## src/hdl/blpg_pkg.sv

```systemverilog
`default_nettype none

package blpg_pkg;

    localparam logic CMD_START   = 1'b0;
    localparam logic CMD_ADVANCE = 1'b1;

    localparam logic [1:0] LINE_VERT    = 2'd0;
    localparam logic [1:0] LINE_SHALLOW = 2'd1;
    localparam logic [1:0] LINE_STEEP   = 2'd2;

    typedef struct packed {
        logic [1:0] mode;
        logic       mirrored;
    } line_ctrl_t;

endpackage

`default_nettype wire

```

## src/hdl/blpg_setup.sv

```systemverilog
`default_nettype none

module blpg_setup import blpg_pkg::*; #(
    parameter int CW = 16
) (
    input  wire logic signed [CW-1:0] x_start,
    input  wire logic signed [CW-1:0] y_start,
    input  wire logic signed [CW-1:0] x_end,
    input  wire logic signed [CW-1:0] y_end,
    output line_ctrl_t                ctrl,
    output logic signed [CW-1:0]      cur_col,
    output logic signed [CW-1:0]      end_col,
    output logic signed [CW-1:0]      origin_row,
    output logic signed [CW+1:0]      cur_row,
    output logic signed [CW+1:0]      end_row,
    output logic signed [CW+2:0]      err,
    output logic signed [CW+2:0]      step_s,
    output logic signed [CW+2:0]      step_d
);

    logic                swap;
    logic                vert;
    logic                shallow;
    logic signed [CW-1:0] x1, y1, x2, y2, ylo, yhi;
    logic signed [CW:0]   dx, dy_raw, dy_abs;
    logic signed [CW+2:0] dx_w, dy_w, major_w, minor_w;

    // order endpoints so the column rises
    assign swap = x_start > x_end;
    assign x1   = swap ? x_end   : x_start;
    assign y1   = swap ? y_end   : y_start;
    assign x2   = swap ? x_start : x_end;
    assign y2   = swap ? y_start : y_end;
    assign vert = (x1 == x2);

    assign ylo = (y1 > y2) ? y2 : y1;
    assign yhi = (y1 > y2) ? y1 : y2;

    assign dx      = {x2[CW-1], x2} - {x1[CW-1], x1};
    assign dy_raw  = {y2[CW-1], y2} - {y1[CW-1], y1};
    assign dy_abs  = dy_raw[CW] ? -dy_raw : dy_raw;
    assign shallow = dx >= dy_abs;

    assign dx_w    = {{2{dx[CW]}}, dx};
    assign dy_w    = {{2{dy_abs[CW]}}, dy_abs};
    assign major_w = shallow ? dx_w : dy_w;
    assign minor_w = shallow ? dy_w : dx_w;

    assign step_s = vert ? '0 : (minor_w + minor_w);
    assign step_d = vert ? '0 : (step_s - major_w - major_w);
    assign err    = vert ? '0 : (step_s - major_w);

    assign ctrl.mode     = vert ? LINE_VERT : (shallow ? LINE_SHALLOW : LINE_STEEP);
    assign ctrl.mirrored = !vert && dy_raw[CW];

    assign cur_col    = x1;
    assign end_col    = x2;
    assign origin_row = vert ? ylo : y1;
    assign cur_row    = {{2{origin_row[CW-1]}}, origin_row};
    assign end_row    = vert ? {{2{yhi[CW-1]}}, yhi}
                             : ({{2{y1[CW-1]}}, y1} + {dy_abs[CW], dy_abs});

endmodule

`default_nettype wire

```

## src/hdl/blpg_step.sv

```systemverilog
`default_nettype none

module blpg_step import blpg_pkg::*; #(
    parameter int CW = 16
) (
    input  wire line_ctrl_t           ctrl,
    input  wire logic signed [CW-1:0] cur_col,
    input  wire logic signed [CW+1:0] cur_row,
    input  wire logic signed [CW+2:0] err,
    input  wire logic signed [CW+2:0] step_s,
    input  wire logic signed [CW+2:0] step_d,
    output logic signed [CW-1:0]      nxt_col,
    output logic signed [CW+1:0]      nxt_row,
    output logic signed [CW+2:0]      nxt_err
);

    always_comb begin
        nxt_col = cur_col;
        nxt_row = cur_row;
        nxt_err = err;
        case (ctrl.mode)
            LINE_VERT: begin
                nxt_row = cur_row + (CW+2)'(1);
            end
            LINE_SHALLOW, LINE_STEEP: begin
                if (err[CW+2]) begin
                    nxt_err = err + step_s;
                    if (ctrl.mode == LINE_SHALLOW) begin
                        nxt_col = cur_col + CW'(1);
                    end else begin
                        nxt_row = cur_row + (CW+2)'(1);
                    end
                end else begin
                    nxt_err = err + step_d;
                    nxt_col = cur_col + CW'(1);
                    nxt_row = cur_row + (CW+2)'(1);
                end
            end
            default: begin
                nxt_col = cur_col;
            end
        endcase
    end

endmodule

`default_nettype wire

```

## src/hdl/bresenham_line_pixel_generator.sv

```systemverilog
// Each accepted input item passes through the input register and then the result register.
// Throughput: one item per cycle unless m_ready stalls; each advance is one error add, one step and an end compare.
// Stalls on m_ready back up through the result register to s_ready without losing items.
// Reset (aresetn low, synchronous): no line active, input and result registers empty.
`default_nettype none

module bresenham_line_pixel_generator import blpg_pkg::*; #(
    parameter int COORD_BITS = 16,
    parameter int COLOR_BITS = 32
) (
    input  wire logic                         aclk,
    input  wire logic                         aresetn,
    input  wire logic                         s_valid,
    output logic                              s_ready,
    input  wire logic                         s_command,
    input  wire logic signed [COORD_BITS-1:0] s_x_start,
    input  wire logic signed [COORD_BITS-1:0] s_y_start,
    input  wire logic signed [COORD_BITS-1:0] s_x_end,
    input  wire logic signed [COORD_BITS-1:0] s_y_end,
    input  wire logic [COLOR_BITS-1:0]        s_line_color,
    output logic                              m_valid,
    input  wire logic                         m_ready,
    output logic                              m_valid_res,
    output logic signed [COORD_BITS-1:0]      m_pixel_x,
    output logic signed [COORD_BITS-1:0]      m_pixel_y,
    output logic [COLOR_BITS-1:0]             m_pixel_color,
    output logic                              m_last
);

    localparam int CW = COORD_BITS;

    // input register
    logic                 in_vld_reg, in_vld_next;
    logic                 cmd_reg;
    logic signed [CW-1:0] xs_reg, ys_reg, xe_reg, ye_reg;
    logic [COLOR_BITS-1:0] color_in_reg;

    // line state
    logic                  active_reg, active_next;
    line_ctrl_t            ctrl_reg, ctrl_next;
    logic signed [CW-1:0]  col_reg, col_next;
    logic signed [CW+1:0]  row_reg, row_next;
    logic signed [CW-1:0]  end_col_reg, end_col_next;
    logic signed [CW+1:0]  end_row_reg, end_row_next;
    logic signed [CW-1:0]  origin_reg, origin_next;
    logic signed [CW+2:0]  err_reg, err_next;
    logic signed [CW+2:0]  st_s_reg, st_s_next;
    logic signed [CW+2:0]  st_d_reg, st_d_next;
    logic [COLOR_BITS-1:0] color_reg, color_next;

    // result register
    logic                  out_vld_reg, out_vld_next;
    logic                  res_reg, res_next;
    logic signed [CW-1:0]  px_reg, px_next;
    logic signed [CW-1:0]  py_reg, py_next;
    logic [COLOR_BITS-1:0] pc_reg, pc_next;
    logic                  last_reg, last_next;

    logic adv;
    logic fire;
    logic fin;
    logic signed [CW+1:0] row_out;

    line_ctrl_t            su_ctrl;
    logic signed [CW-1:0]  su_col, su_end_col, su_origin;
    logic signed [CW+1:0]  su_row, su_end_row;
    logic signed [CW+2:0]  su_err, su_st_s, su_st_d;
    logic signed [CW-1:0]  sp_col;
    logic signed [CW+1:0]  sp_row;
    logic signed [CW+2:0]  sp_err;

    assign adv     = !out_vld_reg || m_ready;
    assign fire    = in_vld_reg && adv;
    assign s_ready = !in_vld_reg || adv;

    blpg_setup #(.CW(CW)) u_setup (
        .x_start    (xs_reg),
        .y_start    (ys_reg),
        .x_end      (xe_reg),
        .y_end      (ye_reg),
        .ctrl       (su_ctrl),
        .cur_col    (su_col),
        .end_col    (su_end_col),
        .origin_row (su_origin),
        .cur_row    (su_row),
        .end_row    (su_end_row),
        .err        (su_err),
        .step_s     (su_st_s),
        .step_d     (su_st_d)
    );

    blpg_step #(.CW(CW)) u_step (
        .ctrl    (ctrl_reg),
        .cur_col (col_reg),
        .cur_row (row_reg),
        .err     (err_reg),
        .step_s  (st_s_reg),
        .step_d  (st_d_reg),
        .nxt_col (sp_col),
        .nxt_row (sp_row),
        .nxt_err (sp_err)
    );

    always_comb begin
        if (cmd_reg == CMD_START) begin
            ctrl_next    = su_ctrl;
            col_next     = su_col;
            row_next     = su_row;
            end_col_next = su_end_col;
            end_row_next = su_end_row;
            origin_next  = su_origin;
            err_next     = su_err;
            st_s_next    = su_st_s;
            st_d_next    = su_st_d;
            color_next   = color_in_reg;
        end else begin
            ctrl_next    = ctrl_reg;
            col_next     = sp_col;
            row_next     = sp_row;
            end_col_next = end_col_reg;
            end_row_next = end_row_reg;
            origin_next  = origin_reg;
            err_next     = sp_err;
            st_s_next    = st_s_reg;
            st_d_next    = st_d_reg;
            color_next   = color_reg;
        end
    end

    assign fin     = (col_next >= end_col_next) && (row_next >= end_row_next);
    assign row_out = ctrl_next.mirrored
                   ? ({origin_next[CW-1], origin_next, 1'b0} - row_next) : row_next;

    always_comb begin
        in_vld_next  = in_vld_reg;
        out_vld_next = out_vld_reg;
        active_next  = active_reg;
        res_next     = res_reg;
        px_next      = px_reg;
        py_next      = py_reg;
        pc_next      = pc_reg;
        last_next    = last_reg;
        if (s_valid && s_ready) begin
            in_vld_next = 1'b1;
        end else if (adv) begin
            in_vld_next = 1'b0;
        end
        if (fire) begin
            out_vld_next = 1'b1;
            if (cmd_reg == CMD_START || active_reg) begin
                active_next = !fin;
                res_next    = 1'b1;
                px_next     = col_next;
                py_next     = row_out[CW-1:0];
                pc_next     = color_next;
                last_next   = fin;
            end else begin
                res_next  = 1'b0;
                px_next   = '0;
                py_next   = '0;
                pc_next   = '0;
                last_next = 1'b0;
            end
        end else if (m_ready) begin
            out_vld_next = 1'b0;
        end
    end

    always_ff @(posedge aclk) begin
        if (!aresetn) begin
            in_vld_reg  <= 1'b0;
            out_vld_reg <= 1'b0;
            active_reg  <= 1'b0;
            ctrl_reg    <= '0;
        end else begin
            in_vld_reg  <= in_vld_next;
            out_vld_reg <= out_vld_next;
            if (fire && (cmd_reg == CMD_START || active_reg)) begin
                active_reg <= active_next;
                ctrl_reg   <= ctrl_next;
            end
        end
    end

    always_ff @(posedge aclk) begin
        if (s_valid && s_ready) begin
            cmd_reg      <= s_command;
            xs_reg       <= s_x_start;
            ys_reg       <= s_y_start;
            xe_reg       <= s_x_end;
            ye_reg       <= s_y_end;
            color_in_reg <= s_line_color;
        end
        if (fire && (cmd_reg == CMD_START || active_reg)) begin
            col_reg     <= col_next;
            row_reg     <= row_next;
            end_col_reg <= end_col_next;
            end_row_reg <= end_row_next;
            origin_reg  <= origin_next;
            err_reg     <= err_next;
            st_s_reg    <= st_s_next;
            st_d_reg    <= st_d_next;
            color_reg   <= color_next;
        end
        res_reg  <= res_next;
        px_reg   <= px_next;
        py_reg   <= py_next;
        pc_reg   <= pc_next;
        last_reg <= last_next;
    end

    assign m_valid       = out_vld_reg;
    assign m_valid_res   = res_reg;
    assign m_pixel_x     = px_reg;
    assign m_pixel_y     = py_reg;
    assign m_pixel_color = pc_reg;
    assign m_last        = last_reg;

endmodule

`default_nettype wire

```

## config.mk

```make
export PLATFORM = sky130hd
export DESIGN_NAME = bresenham_line_pixel_generator
export DESIGN_NICKNAME = d
export VERILOG_FILES = /design/src/hdl/blpg_pkg.sv /design/src/hdl/blpg_setup.sv /design/src/hdl/blpg_step.sv /design/src/hdl/bresenham_line_pixel_generator.sv
export SDC_FILE = /design/constraint.sdc
export NUM_CORES = 1
export LEC_CHECK = 0
export BUFFER_PORTS_ARGS = -buffer_cell sky130_fd_sc_hd__buf_2
export CORE_MARGIN = 8
export CORE_UTILIZATION = 30
export DETAILED_ROUTE_END_ITERATION = 7
export GPL_ROUTABILITY_DRIVEN = 1
export HOLD_SLACK_MARGIN = 0.15
export RECOVER_POWER = 100
export SLEW_MARGIN = 20
export SYNTH_ARGS = -nofsm -noshare
export SYNTH_HDL_FRONTEND = slang
export SYNTH_SLANG_ARGS = --single-unit
```

## constraint.sdc

```tcl
create_clock -name aclk -period 13.3 [get_ports aclk]
set_input_delay 3.99 -clock aclk [delete_from_list [all_inputs] [get_ports aclk]]
set_output_delay 3.99 -clock aclk [all_outputs]
set_load 0.1 [all_outputs]
```

### Yosys cells after proc, flatten, opt, wreduce, memory -nomap -nowiden

Index checks and enable logic that the tools add are counted.

| storage, ports and cells | value |
|---|---|
| register bits after elaboration | 342 |
| input bits | 101 |
| output and inout port bits | 68 |
| logic and storage cells | 103 |

| cells by class | value |
|---|---|
| add/sub/neg operators | 12 |
| order comparisons | 5 |
| equality and inequality tests | 4 |
| mux-type cells | 37 |
| bitwise gates (word level) | 1 |
| reduce and logical (&&, ||, !) cells | 19 |

Operators with widths:

| operator | number |
|---|---|
| $mux 16 | 14 |
| $mux 19 | 7 |
| $mux 18 | 5 |
| $add 19x19->19 | 3 |
| $sub 19x19->19 | 2 |
| $pmux 18 s2 | 1 |
| $sub 16x16->17 | 2 |
| $gt 16x16->1 | 2 |
| $mux 32 | 1 |
| $add 16x17->18 | 1 |
| $add 18x2->18 const B | 1 |
| $ge 18x18->1 | 1 |
| $ge 17x17->1 | 1 |
| $mux 17 | 1 |
| $neg 17->17 | 1 |
| $add 16x2->16 const B | 1 |
| $eq 16x16->1 | 1 |
| $ge 16x16->1 | 1 |
| $sub 16x16->16 | 1 |
| $mux 1 | 6 |
| $logic_and 1x1->1 | 5 |
| $logic_not 1->1 | 4 |
| $mux 2 | 2 |
| $reduce_and 2->1 | 2 |
| other kinds (9) | 12 |

### Depth between registers and ports, before layout

| depth | value |
|---|---|
| word-level depth | 12 |
| gate-level depth with buffers | 61 |
| depth with buffers taken out | 55 |

### By module

A second synthesis with hierarchy kept.

| second synthesis, totals | value |
|---|---|
| cells, all modules | 2413 |
| area, all modules | 24402.2 µm² |

Modules (own cells, without submodules):

| module | times used | cells an instance | area an instance (µm²) | seq. area each (µm²) |
|---|---|---|---|---|
| bresenham_line_pixel_generator | 1 | 843 | 14071.0 | 10179.8 |
| blpg_setup | 1 | 1251 | 8049.0 | 0.0 |
| blpg_step | 1 | 319 | 2282.2 | 0.0 |

### Least setup slack after synthesis

Ideal clock, no wire load.

| path | value |
|---|---|
| kind | register to register |
| start point | reg xe_reg[6] |
| end point | reg st_d_reg[18] (data pin) |
| library setup time | 0.266 ns |
| arrival time | 10.152 ns |
| required time | 13.034 ns |
| slack | 2.882 ns |
| stages on the path, launching flop included | 57 |
| path buffers | 6 |
| clock period less this slack | 10.418 ns |
| path through | edfxtp_1 -> inv_1 -> ha_1 -> buf_2 -> nand4_2 -> o41a_1 -> o211a_2 -> buf_2 -> nand3_2 -> buf_2 -> nand3_1 -> and2_1 -> ha_1 -> a31oi_2 -> a21oi_1 -> or2_1 -> buf_2 -> a211o_1 -> (+21 left out) -> a21boi_0 -> o21ai_0 -> a21boi_0 -> o21ai_0 -> a21boi_0 -> o21ai_0 -> a21boi_0 -> o21ai_0 -> nand3_1 -> and2_1 -> ha_1 -> a21boi_0 -> o21ai_0 -> nand2b_1 -> a21o_1 -> a21oi_1 -> xor3_1 -> nor2_1 |

| between the ends | value |
|---|---|
| cells in the longest elaborated chain, start to end | 11 |
| elaborated cells between the ends (all ways) | 17 |
| classes of those cells | add/sub (6); order compare (2); eq/ne (1); mux (8) |

RTL lines:

| element | line | text |
|---|---|---|
| start: declaration | bresenham_line_pixel_generator.sv:35 | `logic signed [CW-1:0] xs_reg, ys_reg, xe_reg, ye_reg;` |
| start signal: assignment | bresenham_line_pixel_generator.sv:190 | `xe_reg <= s_x_end;` |
| $gt 16x16->1 | blpg_setup.sv:29 | `assign swap = x_start > x_end;` |
| $mux 16 (on tied branches) | blpg_setup.sv:33, blpg_setup.sv:31 |  |
| $sub 16x16->17 | blpg_setup.sv:40 | `assign dy_raw = {y2[CW-1], y2} - {y1[CW-1], y1};` |
| $neg 17->17 | blpg_setup.sv:41 | `assign dy_abs = dy_raw[CW] ? -dy_raw : dy_raw;` |
| $mux 17 | blpg_setup.sv:41 |  |
| $ge 17x17->1 | blpg_setup.sv:42 | `assign shallow = dx >= dy_abs;` |
| $mux 19 | blpg_setup.sv:47 | `assign minor_w = shallow ? dy_w : dx_w;` |
| $add 19x19->19 | blpg_setup.sv:49 | `assign step_s = vert ? '0 : (minor_w + minor_w);` |
| $mux 19 | blpg_setup.sv:49 |  |
| $sub 19x19->19 (2 in series) | blpg_setup.sv:50 | `assign step_d = vert ? '0 : (step_s - major_w - major_w);` |
| end signal: assignment | bresenham_line_pixel_generator.sv:202 | `st_d_reg <= st_d_next;` |
| end: declaration | bresenham_line_pixel_generator.sv:48 | `logic signed [CW+2:0] st_d_reg, st_d_next;` |

Parallel ways exist; a longest one is shown, timed or not.
A chain may end at the register's enable or synchronous reset.

### Worst setup path after layout

| path | value |
|---|---|
| start point | reg xe_reg[15] |
| end point | reg st_d_reg[18] (data pin) |

Same word-level chain as after synthesis.

==> impl_metrics.toml <==
[worst_setup_path]
required_ns = 13.61
r2r-start = "xe_reg[15]"
r2r_setup_slack_ns = 1.25
critical_path_class = "reg2reg"
cp_max_fo = 19
worstSetupEndpointType = "register"
crit_top_cell = "o21ai_0"
slowest_stage = "nor3_1"
start_kind = "register"
worstReg2RegEnd = "st_d_reg[18]"
arrival_ns = 12.37
reg2regPathDepth = 51
max_stage_delay_ns = 0.69

[logic_synthesis]
synth_cells = 2298
netlist_area_mm2 = 0.0227
synth-seq-cells = 338
synth_common_cells = "edfxtp_1 (332), nand2_1 (211), inv_1 (190), nor2_1 (179), o21ai_0 (164)"
synth_area_leader_cell = "edfxtp_1"
syn_nets = 2559
netlist.area_leader.share = 0.439
ys_top_cells_by_area = "edfxtp_1 (44%), ha_1 (8.6%), o21ai_0 (3.6%), nand2_1 (3.5%), inv_1 (3.1%)"
yosys_warnings = 0
ys.flop_type = "edfxtp_1"
ys_types = 98
ys_async_sr_fraction = 0
ys_seq_area_frac = 0.444
synth_area_per_cell_um2 = 9.89
synth.most_common_cell = "edfxtp_1"
synth_edf_count = 332

[detailed_routing]
firstDrtPassIters = 5
wl_per_cell_um = 19.2
drc = 0
dr_wl_met2_um = 31700
avgViaCountPerCell = 5.08
drt-total-wl_um = 66300
met1_length_um = 29100
routed.top_layer = "met4"
vias = 17528
drt_iter0_markers = 1337
postRouteAntennaNets = 0
wl_met3_um = 2720

[layout]
diodes = 0
multiInputGateArea_mm2 = 0.0116
seqCellArea_mm2 = 0.0101
n_fill_cell = 7625
drive_gt1_frac = 0.0885
fin_util = 0.341
syn2layout_area_growth_pct = 13.1
finalNetCount = 2708

[power_and_ir_drop]
p_int_uw = 3310
clkPwrFrac = 0.180
power_switching_uw = 2450
p_leak_uw = 0.0100
swShare = 0.426
total_power_uw = 5770
p_comb_frac = 0.563
power_frac_seq = 0.257
vdd_drop_max_uv = 146
p_per_area_mw_per_mm2 = 224

[clocking]
clk_pin_slew_worst_paths_ns = 0.06
cts-resized-gates = 0
cts_buffers = 39
clkLatencyLatePin_ns = 0.59
clock-sinks = 338
cts_hold_buf = 0
cts_tree = "yes"
cts_setup_buffers = 0
cts_root_buffer = "clkbuf_16"
cts_htree_levels = 2
cts_buffer_depth = 3

[placement]
routabilityCongestion = 0.943
port_buffers = 168
place.detailed.hpwl_um = 50400

[global_routing]
grt_antenna_before_repair = 0
grt_usage = 0.152
grt_max_degree = 68
overflow = 0
grt_pass1_wl_um = 102000
grt_pass1_vias = 17135

[floorplan]
die_x_um = 291
fp-row-count = 101
fp.coreArea_mm2 = 0.0754
die_area_mm2 = 0.0848
die_y_um = 291
ioPinCount = 169
initial_utilization = 0.301

[timing]
setup-tns-final_ns = 0
period_needed_ns = 12.05
post-route-period-util = 0.906
drv_slew = 523
timing.fmax_ghz = 0.0830
hold_viol_final = 0
rsz0062_at_grt = "no"
relSlewSlack = -1.67
setup_violations = 0
tightest_slew_ns = 4.01
skew_ns = 0.0251

[worst_hold_path]
hold_start = "ctrl_reg[1]"
min_to = "ctrl_reg[1]"
hold_path_depth = 2
hp-class = "reg2reg"

[flow_run]
cap_viol_max_count = 10

[outcome]
status = "complete, but fails checks"
violations = "capacitance limit, slew limit"
worst max path at each step:
stage	cells past startpoint	slack, ns	endpoint	start
floorplan	56	2.88	st_d_reg[18]	xe_reg[6]
global placement	51	1.59	st_d_reg[18]	xe_reg[15]
detailed placement	51	1.38	st_d_reg[18]	xe_reg[15]
CTS	51	1.30	st_d_reg[18]	xe_reg[15]
global route	51	0.03	st_d_reg[18]	xe_reg[15]
finish	51	1.25	st_d_reg[18]	xe_reg[15]
placed cells by master (no fill, tap or decap), types with 14 or more instances in the layout:
master       n
edfxtp_1   332
nand2_1    211
inv_1      189
nor2_1     176
o21ai_0    165
ha_1       156
a21oi_1    142
clkbuf_1   115
xnor2_1     72
buf_2       71
mux2i_1     52
a21boi_0    48
mux2_2      44
xor2_1      40
clkbuf_16   39
nor3_1      35
nand3_1     35
a31oi_1     35
nand2b_1    34
and2_0      34
a21o_1      32
nor2b_1     30
a211oi_1    26
and2_1      26
and3_1      25
maj3_1      24
nand4_1     20
o21bai_1    16
or3_1       16
o31ai_1     15
mux2_1      14
buf_4       14
per-layer routing:
| metal | vias up | global-route usage |
|---|---|---|
| met5 | - | 0 |
| met2 | 434 | 0.261 |
| li1 | 8632 | - |
| met3 | 117 | 0.0206 |
| met4 | 0 | 0.0612 |
| met1 | 8345 | 0.191 |
area by class of cell:
class / instances / area share
multi-input combinational: 1682 / 0.451
clock inverter: 23 / 0.00828
sequential: 338 / 0.393
tap: 978 / 0.0476
timing repair buffer: 194 / 0.0338
clock buffer: 45 / 0.0388
inverter: 192 / 0.0280
critical path, delay by kind of cell, from the launching register on:
kind	cells	cell delay, ns
AO/OA/AOI/OAI	25	5.29
XOR/XNOR	3	0.62
adder cells (fa/ha/maj)	5	1.82
buffers and inverters	3	0.22
flip-flops	1	0.39
multiplexers	1	0.44
AND/OR/NAND/NOR	14	3.01
power by group through the flow:
stage	Combinational, uW	Sequential, uW	Clock, uW
after floorplan	2470	1580	0
after global placement	3230	1500	0
final	3250	1480	1030
after CTS	3280	1480	1080
after global routing	3690	1490	1110
after detailed placement	3260	1500	0
cells by family after synthesis:
family | after synthesis | synth area share
AND/OR/NAND/NOR | 683 | 0.145
AO/OA/AOI/OAI | 589 | 0.168
flip-flops | 338 | 0.444
buffers and inverters | 278 | 0.0465
adder cells (fa/ha/maj) | 184 | 0.100
XOR/XNOR | 115 | 0.0456
multiplexers | 110 | 0.0516
other | 1 | 0.000165
per-stage QoR:
stage	instance area, um2	hold WS, ns	setup WS, ns	cells
2_1_floorplan	22700	0.472	2.88	2298
3_3_place_gp	24700	0.495	1.59	3384
3_5_place_dp	24700	0.502	1.38	3384
4_1_cts	25900	0.516	1.30	3452
5_1_grt	25700	0.539	0.0295	3452
6_report	25700	0.514	1.25	3452
(Power assumes the default switching activity.)
